<file path="config.mk">
export PLATFORM = sky130hd
export DESIGN_NAME = pra_ram
export DESIGN_NICKNAME = d
export VERILOG_FILES = /design/src/sv/pra_ram.sv
export SDC_FILE = /design/constraint.sdc
export NUM_CORES = 1
export LEC_CHECK = 0
export ABC_AREA = 1
export BUFFER_PORTS_ARGS = -buffer_cell sky130_fd_sc_hd__buf_2
export CORE_MARGIN = 2
export CORE_UTILIZATION = 45
export DETAILED_ROUTE_END_ITERATION = 8
export PLACE_DENSITY = 0.74
export SKIP_LAST_GASP = 1
export SYNTH_ARGS = -nofsm -noshare
export SYNTH_HDL_FRONTEND = slang
export SYNTH_SLANG_ARGS = --single-unit
</file>
<file path="constraint.sdc">
create_clock -name clk -period 1.2 [get_ports clk]
set_input_delay 0.06 -clock clk [delete_from_list [all_inputs] [get_ports clk]]
set_output_delay 0.06 -clock clk [all_outputs]
set_load 0.02 [all_outputs]
</file>
<file path="src/sv/pra_ram.sv">
module pra_ram #(
  parameter int WIDTH = 8,
  parameter int DEPTH = 2
) (
  input  logic                     clk,
  input  logic                     we,
  input  logic [$clog2(DEPTH)-1:0] waddr,
  input  logic [WIDTH-1:0]         wdata,
  input  logic                     re,
  input  logic [$clog2(DEPTH)-1:0] raddr,
  output logic [WIDTH-1:0]         rdata
);

  logic [WIDTH-1:0] mem [DEPTH];

  always_ff @(posedge clk) begin
    if (we) begin
      mem[waddr] <= wdata;
    end
  end

  always_ff @(posedge clk) begin
    if (re) begin
      rdata <= mem[raddr];
    end
  end

endmodule

</file>
==> results by group, run 1 <==
Layout
  • Post-route cell area: roughly 1100 sq um
  • Final std cells w/o fill: 111
  • Nets: 100
  • Layout cells sized above 1: 0.2907
  • ANT cells: 0
  • Synth-to-Final Area Change: 27.83%

Synth
  • Ranking of synthesized cells by area: edfxtp_1, nand2_1, buf_6
  • Most frequent cell after synthesis: nand2_1
  • Seq cells post-synth: 24
  • Gate Count Post-Synth: 54
  • Distinct cell type count after synthesis: 6
  • Post-synth ARST share: 0
  • EDFF count, synth: 24
  • Syn nets: 67
  • Post-synthesis cell area: 840.8 sq um
  • Syn avg cell area: between 15 and 20 sq um
  • Top FF cell, synth: edfxtp_1
  • Top-area cell type share of the netlist area: 0.8571
  • Seq/Total Area, Yosys: 0.8571
  • Synth warn: 0
  • Post-synth top area cell: edfxtp_1
  • Most common library cells after synthesis: nand2_1, edfxtp_1, inv_1

Route
  • Drt initial violations: 23
  • Vias: 500
  • DRC Markers: 0
  • WL per Instance: 12.15 um
  • Initial DRT Pass Iterations: 4
  • WL final: 1.349 mm
  • Via-to-Cell Ratio: 4.505
  • Routed Antenna Nets: 0

Placed design
  • Port bufs: 20
  • RePlAce Congestion: 0.6714
  • Placed Area: 968.4 sq um
  • Number of cells in the design after placement: 99

Clocking
  • Setup bufs post-CTS: 0
  • H-tree depth: 1
  • TritonCTS clock tree: done
  • Clk sinks: 24
  • Clock root cell: clkbuf_4
  • Number of buffers created by CTS: 3
  • Clock-pin slew on the worst setup and hold paths: 0.12 ns
  • Clock Latency Late Sink: 0.30 ns
  • Clock Path Buffers: 2

Pwr
  • Flop pwr share: 0.680
  • Max VDD drop: approximately 0.9 mV
  • Cell-internal power: approximately 0.0012 W
  • Switching Fraction: 0.2093
  • Cell Pwr Density: 1373 nW/um^2
  • Lkg Pwr: roughly 0.45 nW
  • Combinational Power Share: 0.093
  • Clk pwr share: 0.226
  • Switch Pwr: 0.0003090 W

Floorplan
  • Core ar.: 1745 sq um
  • DIE HEIGHT: 47.23 um
  • Die ar.: 2230 sq um
  • I/O Pins: 21
  • Core Rows: 15
  • Initial cell density of the core: 0.4817
  • Die Wd: between 40 and 50 um

Critical path
  • Worst Path Buf+Inv: 1
  • CP arrival: 0.84 ns
  • CP delay by family, top: flip-flops
  • CP Launch Type: flop
  • Crit path max fanout: 1
  • Slowest cell on the critical path: edfxtp_1
  • Worst endpoint required time: 1.14 ns
  • Worst setup path class: flop to output pin
  • CP endpoint kind: output pin
  • Critical Path, Cell by Cell: buf_2
  • Worst path max stage delay: 0.38 ns

Global routing
  • Largest net degree at the start of global routing: 14
  • Gr usage total: 0.1331
  • Initial antenna violation count: 0
  • Vias in the first global route: 439
  • First-pass GRT wire length: roughly 1.9 mm
  • GRT overflow: 0

STA
  • RSZ-0062 raised after global routing: no
  • Setup TNS: 0 ns
  • Max-slew headroom: 0.7857
  • Fin. max-slew vios: 0
  • Fmax: 1109 MHz
  • Final setup fails: 0
  • Final Cycle Share: 0.7514
  • Fin Hold WS: around 0.082 ns
  • Slew @ Worst Pin: 0.3211 ns
  • Final hold vios: 0
  • Minimum clock period: 0.9017 ns
  • Clock Skew: 0.002595 ns

Min path
  • Worst hold path type: input port to flop

Run status
  • Status: completed

Run
  • Maxcap violations: 0
-- registers in the layout, indices dropped and copies added (netlist names) --
register	flops
rdata	8
mem	16
-- through the flow --
stage | power [W] | setup WS, ns | utilization
floorplan | 0.001084 | 0.3801 | -
global placement | 0.001132 | 0.4683 | 0.5548
detailed placement | 0.001141 | 0.4044 | 0.5548
CTS | 0.001485 | 0.2747 | 0.6158
global route | 0.001523 | 0.2485 | 0.6158
finish | 0.001476 | 0.2983 | 0.6158
-- layer usage --
layer  vias to the layer above  GRT usage  routed length (um)
met5                         -          0                   0
met3                         2    0.01154                  53
met2                        22     0.2514                 792
li1                        246          -                   -
met1                       230     0.1310                 483
met4                         0     0.1000                  19
-- power groups by stage --
stage | logic [W] | clock network (W) | registers (W)
2_1_floorplan | 0.0000386 | 0 | 0.00105
3_3_place_gp | 0.000113 | 0 | 0.00102
3_5_place_dp | 0.000117 | 0 | 0.00102
4_1_cts | 0.000137 | 0.000344 | 0.00100
5_1_grt | 0.000152 | 0.000363 | 0.00101
6_report | 0.000138 | 0.000334 | 0.00100
-- final cells by class --
| class | count | area, sq um |
|---|---|---|
| sequential | 24 | 720.7 |
| tap | 25 | 31.28 |
| clock buffer | 3 | 22.52 |
| multi-input combinational | 26 | 97.59 |
| inverter | 3 | 11.26 |
| clock inverter | 1 | 3.754 |
| timing repair buffer | 29 | 187.7 |
| fill | 144 | 670.6 |
-- repair_timing --
item | 4_1_cts | 5_1_grt
hold buffers | 8 | 0
endpoints found under the hold margin | 16 | 0
gates resized for setup | 0 | 0
-- worst register-to-register path: cells and delay by family (launching register included) --
kind | cells | cell delay (ns)
flops | 1 | 0.41
simple gates | 2 | 0.12
-- placed cells by master (no fill, tap or decap) --
| master | count |
|---|---|
| inv_1 | 2 |
| clkinv_1 | 1 |
| buf_4 | 1 |
| dlygate4sd3_1 | 8 |
| inv_2 | 1 |
| clkbuf_4 | 3 |
| buf_2 | 20 |
| edfxtp_1 | 24 |
| nor2_1 | 1 |
| nand2_1 | 25 |
-- final timing paths --
path	slack (ns)	endpoint	cells after the start	startpoint
max	0.30	rdata[6]	1	rdata[6]
min	0.08	rdata[2]	1	re
max reg2reg	0.43	rdata[3]	2	mem[0][3]
min reg2reg	0.53	rdata[2]	2	mem[1][2]
-- logic make-up (layout without fill, tap and decap cells) --
group / Yosys count / after routing / synth area share
buf+inv: 4 / 36 / 0.02678
flops: 24 / 24 / 0.8571
simple gates: 26 / 26 / 0.1161
(Power assumes the default switching activity.)
==> run 2, diff against run 1 <==
--- a/config.mk
+++ b/config.mk
@@ -5,12 +5,12 @@
 export SDC_FILE = /design/constraint.sdc
 export NUM_CORES = 1
 export LEC_CHECK = 0
-export ABC_AREA = 1
+export ABC_AREA = 0
 export BUFFER_PORTS_ARGS = -buffer_cell sky130_fd_sc_hd__buf_2
 export CORE_MARGIN = 2
 export CORE_UTILIZATION = 45
 export DETAILED_ROUTE_END_ITERATION = 8
-export PLACE_DENSITY = 0.74
+export PLACE_DENSITY = 0.77
 export SKIP_LAST_GASP = 1
 export SYNTH_ARGS = -nofsm -noshare
 export SYNTH_HDL_FRONTEND = slang
==> constraint.sdc (replaced) <==
create_clock -name clk -period 0.8 [get_ports clk]
set_input_delay 0.04 -clock clk [delete_from_list [all_inputs] [get_ports clk]]
set_output_delay 0.04 -clock clk [all_outputs]
set_load 0.02 [all_outputs]
==> results by group, run 2 <==
Run status
  • Status: complete, but fails checks
  • Failing checks: negative setup slack

Layout
  • Layout cells sized above 1: 0.5217 (+0.2310)
  • Nets: 83 (-17%)
  • # fillers: 116 (-19%)
  • Top flop regs: mem (16), rdata (8)
  • Most frequent cells in the layout: edfxtp_1, buf_2, mux2_4, dlygate4sd3_1, buf_6
  • Top reg by flops: mem
  • Final std cells w/o fill: 94 (-15%)
  • Max reg flops: 16 (unchanged)
  • Synth-to-Final Area Change: 39.36%
  • Layout Utilization: 0.6830 (+0.06721)
  • ANT cells: 0 (unchanged)
  • Area occupied by multi-input gates: 135.1 sq um (+38%)
  • Register area: 720.7 sq um (unchanged)
  • Post-route cell area: 1205 sq um (+12%)
  • Most common cell after layout, fill and taps aside: edfxtp_1

Critical path
  • Worst endpoint required time: 0.86 ns (-0.28 ns)
  • Slowest cell on the critical path: edfxtp_1
  • Reg2Reg Depth: 1 (-1)
  • CP delay by family, top: flip-flops
  • Worst setup path class: flop to flop
  • Critical Path, Cell by Cell: mux2_4
  • Worst path max stage delay: 0.41 ns (+0.03 ns)
  • Worst Path Buf+Inv: 0 (-1)
  • Critical path depth: 1 (unchanged)
  • Crit path max fanout: 1 (unchanged)
  • CP Launch Type: flop
  • CP endpoint kind: flop
  • CP arrival: 0.97 ns (+0.13 ns)

Clocking
  • Number of buffers created by CTS: 3 (unchanged)
  • Clock-pin slew on the worst setup and hold paths: 0.12 ns (about the same)
  • Setup bufs post-CTS: 0 (unchanged)
  • H-tree depth: 1 (unchanged)
  • Clock Path Buffers: 2 (unchanged)
  • TritonCTS clock tree: done
  • Clock Latency Late Sink: 0.30 ns (about the same)
  • Clk sinks: 24 (unchanged)
  • Clock root cell: clkbuf_4

Global routing
  • First-pass GRT wire length: 1.483 mm (-21%)
  • GRT overflow: 0 (unchanged)
  • Largest net degree at the start of global routing: 15 (+1)
  • Gr usage total: 0.09921 (-0.03391)
  • Vias in the first global route: 384 (-13%)
  • Initial antenna violation count: 0 (unchanged)

Floorplan
  • I/O Pins: 21 (unchanged)
  • Core ar.: 1764 sq um (+1.1%)
  • Initial cell density of the core: 0.4901 (+0.008351)
  • DIE HEIGHT: 47.83 um (+1.3%)
  • Core Rows: 15 (unchanged)
  • Die Wd: 47.83 um (+1.3%)
  • Die ar.: 2288 sq um (+2.6%)

Placed design
  • Number of cells in the design after placement: 82 (-17%)
  • RePlAce Congestion: 0.6540 (-2.6%)
  • Port bufs: 20 (unchanged)
  • Placed Area: 1022 sq um (+5.6%)

Route
  • WL per Instance: 11.03 um (-9.2%)
  • Drt initial violations: 6 (-74%)
  • Initial DRT Pass Iterations: 3 (-1)
  • DRC Markers: 0 (unchanged)
  • WL final: 1.037 mm (-23%)
  • Via-to-Cell Ratio: 4.511 (+0.14%)
  • Routed Antenna Nets: 0 (unchanged)
  • Vias: 424 (-15%)

Synth
  • Top-area cell type share of the netlist area: 0.8336 (-0.02357)
  • Syn avg cell area: 24.70 sq um (+59%)
  • Syn nets: 48 (-28%)
  • Post-synth top area cell: edfxtp_1
  • Gate Count Post-Synth: 35 (-35%)
  • Most frequent cell after synthesis: edfxtp_1
  • Distinct cell type count after synthesis: 5 (-1)
  • Most common library cells after synthesis: edfxtp_1, mux2_4, and2_1, buf_6, nor2b_1
  • Seq cells post-synth: 24 (unchanged)
  • Ranking of synthesized cells by area: edfxtp_1, mux2_4, buf_6
  • Top FF cell, synth: edfxtp_1
  • EDFF count, synth: 24 (unchanged)
  • Post-synth ARST share: 0 (unchanged)
  • Post-synthesis cell area: 864.6 sq um (+2.8%)
  • Seq/Total Area, Yosys: 0.8336 (-0.02357)
  • Synth warn: 0 (unchanged)

Pwr
  • Switching Fraction: 0.1725 (-0.03678)
  • Total power: 0.002612 W (+77%)
  • Lkg Pwr: 0.4760 nW (+4.6%)
  • Cell-internal power: 0.002161 W (+85%)
  • Switch Pwr: 0.0004506 W (+46%)
  • Max VDD drop: 1.157 mV (+28%)
  • Clk pwr share: 0.315 (+0.089)
  • Combinational Power Share: 0.106 (+0.013)
  • Flop pwr share: 0.579 (-0.101)
  • Cell Pwr Density: 2168 nW/um^2 (+58%)

STA
  • Fmax: between 1000 and 1500 MHz
  • RSZ-0062 raised after global routing: yes
  • Max-slew headroom: 0.8350 (+0.04932)
  • Fin Hold WS: 0.06712 ns (-0.01518 ns)
  • Fin. max-slew vios: 0 (unchanged)
  • Minimum clock period: about 0.91 ns
  • Final hold vios: 0 (unchanged)
  • Clock Skew: 0.002185 ns (-0.0004095 ns)
  • Worst setup margin: -0.1086 ns (-0.4069 ns)
  • Slew @ Worst Pin: 0.2475 ns (-0.07362 ns)
  • Final Cycle Share: 1.136
  • Final setup fails: 16 (+16)

Min path
  • Worst hold path type: input port to flop
  • Worst Hold Depth: 1 (unchanged)

Run
  • Maxcap violations: 0 (unchanged)
-- run 2: cell count changes after synthesis, sizes merged --
cell / delta
mux2: +8
nor2b: +1
inv: -3
nor2: -1
nand2: -25
and2: +1
-- run 2: final timing paths --
check | startpoint | endpoint | slack (ns)
worst max-delay path | mem[1][5] | rdata[5] | -0.11
worst min-delay path | re | rdata[7] | 0.07
worst min register to register | mem[1][0] | rdata[0] | 0.56
worst max register to register | mem[1][5] | rdata[5] | -0.11
-- run 2: layout make-up --
class | instances | area share
clock buffers | 3 | 0.01869
flip-flops and latches | 24 | 0.5981
clock inverters | 1 | 0.02492
well taps | 25 | 0.02596
repair buffers | 31 | 0.2201
multi-input cells | 10 | 0.1121
-- run 2: cells by family (layout without fill, tap and decap cells) --
family        Yosys count  after routing  synth area share
flops                  24             24            0.8336
mux                     8              8            0.1389
simple gates            2              2           0.01448
buf+inv                 1             35           0.01302
-- run 2: timing repair --
| action | 4_1_cts | 5_1_grt |
|---|---|---|
| hold buffers | 8 | 0 |
| endpoints found under the hold margin | 16 | 0 |
| endpoints found under the setup margin | 16 | 16 |
| resized for setup | 0 | 16 |
-- run 2: metal layers --
metal	GRT usage	wire length [um]
met2	0.1920	603
met1	0.08861	378
met3	0.03396	55
met4	0.04865	0
met5	0	0
-- run 2: through the flow --
step,TNS [ns],worst slack [ns]
after floorplan,-0.4029,-0.05037
after global placement,-0.4598,-0.06405
after detailed placement,-0.6324,-0.1034
after CTS,-1.406,-0.1155
after global routing,-1.852,-0.1436
final,-1.295,-0.1086
-- run 2: power by group through the flow --
stage / combinational [W] / sequential [W] / clock [W]
after CTS: 0.000248 / 0.00151 / 0.000838
after global routing: 0.000296 / 0.00152 / 0.000888
final: 0.000278 / 0.00151 / 0.000822
after detailed placement: 0.000218 / 0.00154 / 0
after global placement: 0.000211 / 0.00153 / 0
after floorplan: 0.0000868 / 0.00157 / 0
==> run 3, diff against run 2 <==
--- a/config.mk
+++ b/config.mk
@@ -6,11 +6,12 @@
 export NUM_CORES = 1
 export LEC_CHECK = 0
 export ABC_AREA = 0
-export BUFFER_PORTS_ARGS = -buffer_cell sky130_fd_sc_hd__buf_2
 export CORE_MARGIN = 2
 export CORE_UTILIZATION = 45
 export DETAILED_ROUTE_END_ITERATION = 8
-export PLACE_DENSITY = 0.77
+export DONT_BUFFER_PORTS = 1
+export PLACE_DENSITY = 0.67
+export SKIP_CTS_REPAIR_TIMING = 1
 export SKIP_LAST_GASP = 1
 export SYNTH_ARGS = -nofsm -noshare
 export SYNTH_HDL_FRONTEND = slang
==> results by group, run 3 (synthesized netlist as in run 2, its figures left out) <==
Pwr
  • Combinational Power Share: 0.060 (-0.046)
  • Lkg Pwr: 0.3581 nW (-25%)
  • Cell-internal power: 0.001758 W (-19%)
  • Switching Fraction: 0.1930 (+0.02050)
  • Flop pwr share: 0.710 (+0.131)
  • Cell Pwr Density: 2155 nW/um^2 (-0.58%)
  • Max VDD drop: 1.286 mV (+11%)
  • Clk pwr share: 0.230 (-0.085)
  • Switch Pwr: 0.0004205 W (-6.7%)

STA
  • RSZ-0062 raised after global routing: yes
  • Final hold vios: 8 (+8)
  • Fin Hold WS: -0.04119 ns (-0.1083 ns)
  • Final Cycle Share: 1.122 (-0.01377)
  • Fin. max-slew vios: 0 (unchanged)
  • Slew @ Worst Pin: 0.3622 ns (+0.1147 ns)
  • Max-slew headroom: 0.7585 (-0.07649)
  • Fmax: 1114 MHz (+1.2%)
  • Clock Skew: 0.006036 ns (+0.003850 ns)
  • Final setup fails: 16 (unchanged)
  • Minimum clock period: 0.8976 ns (-0.01102 ns)
  • Worst setup margin: -0.09758 ns (+0.01102 ns)

Route
  • Drt initial violations: 6 (unchanged)
  • Vias: 334 (-21%)
  • Via-to-Cell Ratio: 4.575 (+1.4%)
  • Initial DRT Pass Iterations: 3 (unchanged)
  • Routed Antenna Nets: 0 (unchanged)
  • DRC Markers: 0 (unchanged)
  • WL per Instance: 12.78 um (+16%)
  • WL final: 933 um (-10%)

Global routing
  • Largest net degree at the start of global routing: 14 (-1)
  • Vias in the first global route: 298 (-22%)
  • Gr usage total: 0.08267 (-0.01654)
  • Initial antenna violation count: 0 (unchanged)
  • First-pass GRT wire length: 1.235 mm (-17%)
  • GRT overflow: 0 (unchanged)

Placed design
  • Placed Area: 894.6 sq um (-12%)
  • RePlAce Congestion: 0.6346 (-3.0%)
  • Port bufs: 0 (-100%)
  • Placement Setup Slack: -0.08588 ns (+0.01754 ns)

Clocking
  • Clock Path Buffers: 2 (unchanged)
  • Clk sinks: 24 (unchanged)
  • H-tree depth: 1 (unchanged)
  • Clock root cell: clkbuf_4
  • TritonCTS clock tree: done
  • Clock-pin slew on the worst setup and hold paths: 0.12 ns (about the same)
  • Clock Latency Late Sink: 0.30 ns (about the same)
  • Number of buffers created by CTS: 3 (unchanged)

Layout
  • Top reg by flops: mem
  • Most frequent cells in the layout: edfxtp_1, dlygate4sd3_1, mux2_4
  • ANT cells: 0 (unchanged)
  • Layout Utilization: 0.5731 (-0.1099)
  • Nets: 62 (-25%)
  • Max reg flops: 16 (unchanged)
  • Post-route cell area: 1011 sq um (-16%)
  • Synth-to-Final Area Change: 16.93%
  • Layout cells sized above 1: 0.2708 (-0.2509)
  • Top flop regs: mem (16), rdata (8)
  • Most common cell after layout, fill and taps aside: edfxtp_1

Critical path
  • Worst setup path class: flop to flop
  • Slowest cell on the critical path: edfxtp_1
  • CP arrival: 0.97 ns (about the same)
  • CP Launch Type: flop
  • Worst path max stage delay: 0.39 ns (-0.02 ns)
  • Worst endpoint required time: 0.87 ns (about the same)
  • CP endpoint kind: flop
  • Crit path max fanout: 1 (unchanged)
  • Critical Path, Cell by Cell: mux2_4
  • CP delay by family, top: flip-flops
  • R2R setup slack: -0.1 ns (about the same)
  • Worst Path Buf+Inv: 0 (unchanged)

Run
  • Maxcap violations: 0 (unchanged)

Min path
  • Worst hold path type: input port to flop

Floorplan
  • Initial cell density of the core: 0.4901 (unchanged)
  • I/O Pins: 21 (unchanged)
  • Die Wd: 47.83 um (unchanged)
  • Die ar.: 2288 sq um (unchanged)
  • Core ar.: 1764 sq um (unchanged)
  • DIE HEIGHT: 47.83 um (unchanged)
  • Core Rows: 15 (unchanged)

Run status
  • Failing checks: negative hold slack, negative setup slack
  • Status: complete, but fails checks
[run 3: cell type report]
| type | instances | area [sq um] |
|---|---|---|
| flip-flops and latches | 24 | 720.7 |
| multi-input cells | 10 | 135.1 |
| repair buffers | 10 | 97.59 |
| fillers | 156 | 753.2 |
| clock buffers | 3 | 22.52 |
| well taps | 25 | 31.28 |
| clock inverters | 1 | 3.754 |
[run 3: per-stage QoR]
step	TNS, ns	total power [W]	cells
after floorplan	-0.4029	0.001657	35
final	-0.9375	0.002179	73
after global routing	-1.561	0.002256	73
after global placement	-0.4945	0.001659	60
after CTS	-1.077	0.002155	64
after detailed placement	-0.6255	0.001666	60
[run 3: per-layer routing]
layer  wire, um  vias to the layer above  part of all wire  global-route usage
met5          0                        -                 0                   0
met2        464                       21              0.50              0.1253
met1        387                      150              0.41             0.08651
met3         81                        0             0.087             0.07547
li1           -                      163                 -                   -
met4          0                        0                 0             0.01622
[run 3: power by group through the flow]
stage / sequential (W) / clock, W / combinational [W]
after floorplan: 0.00157 / 0 / 0.0000868
after global placement: 0.00158 / 0 / 0.0000837
after detailed placement: 0.00158 / 0 / 0.0000861
after CTS: 0.00155 / 0.000518 / 0.0000862
after global routing: 0.00156 / 0.000558 / 0.000139
final: 0.00155 / 0.000500 / 0.000131
[run 3: final timing paths]
path | cells past startpoint | end | start
setup / recovery | 1 | rdata[3] | mem[0][3]
hold / removal | 1 | rdata[6] | raddr
setup reg to reg | 1 | rdata[3] | mem[0][3]
hold reg to reg | 1 | rdata[2] | mem[1][2]
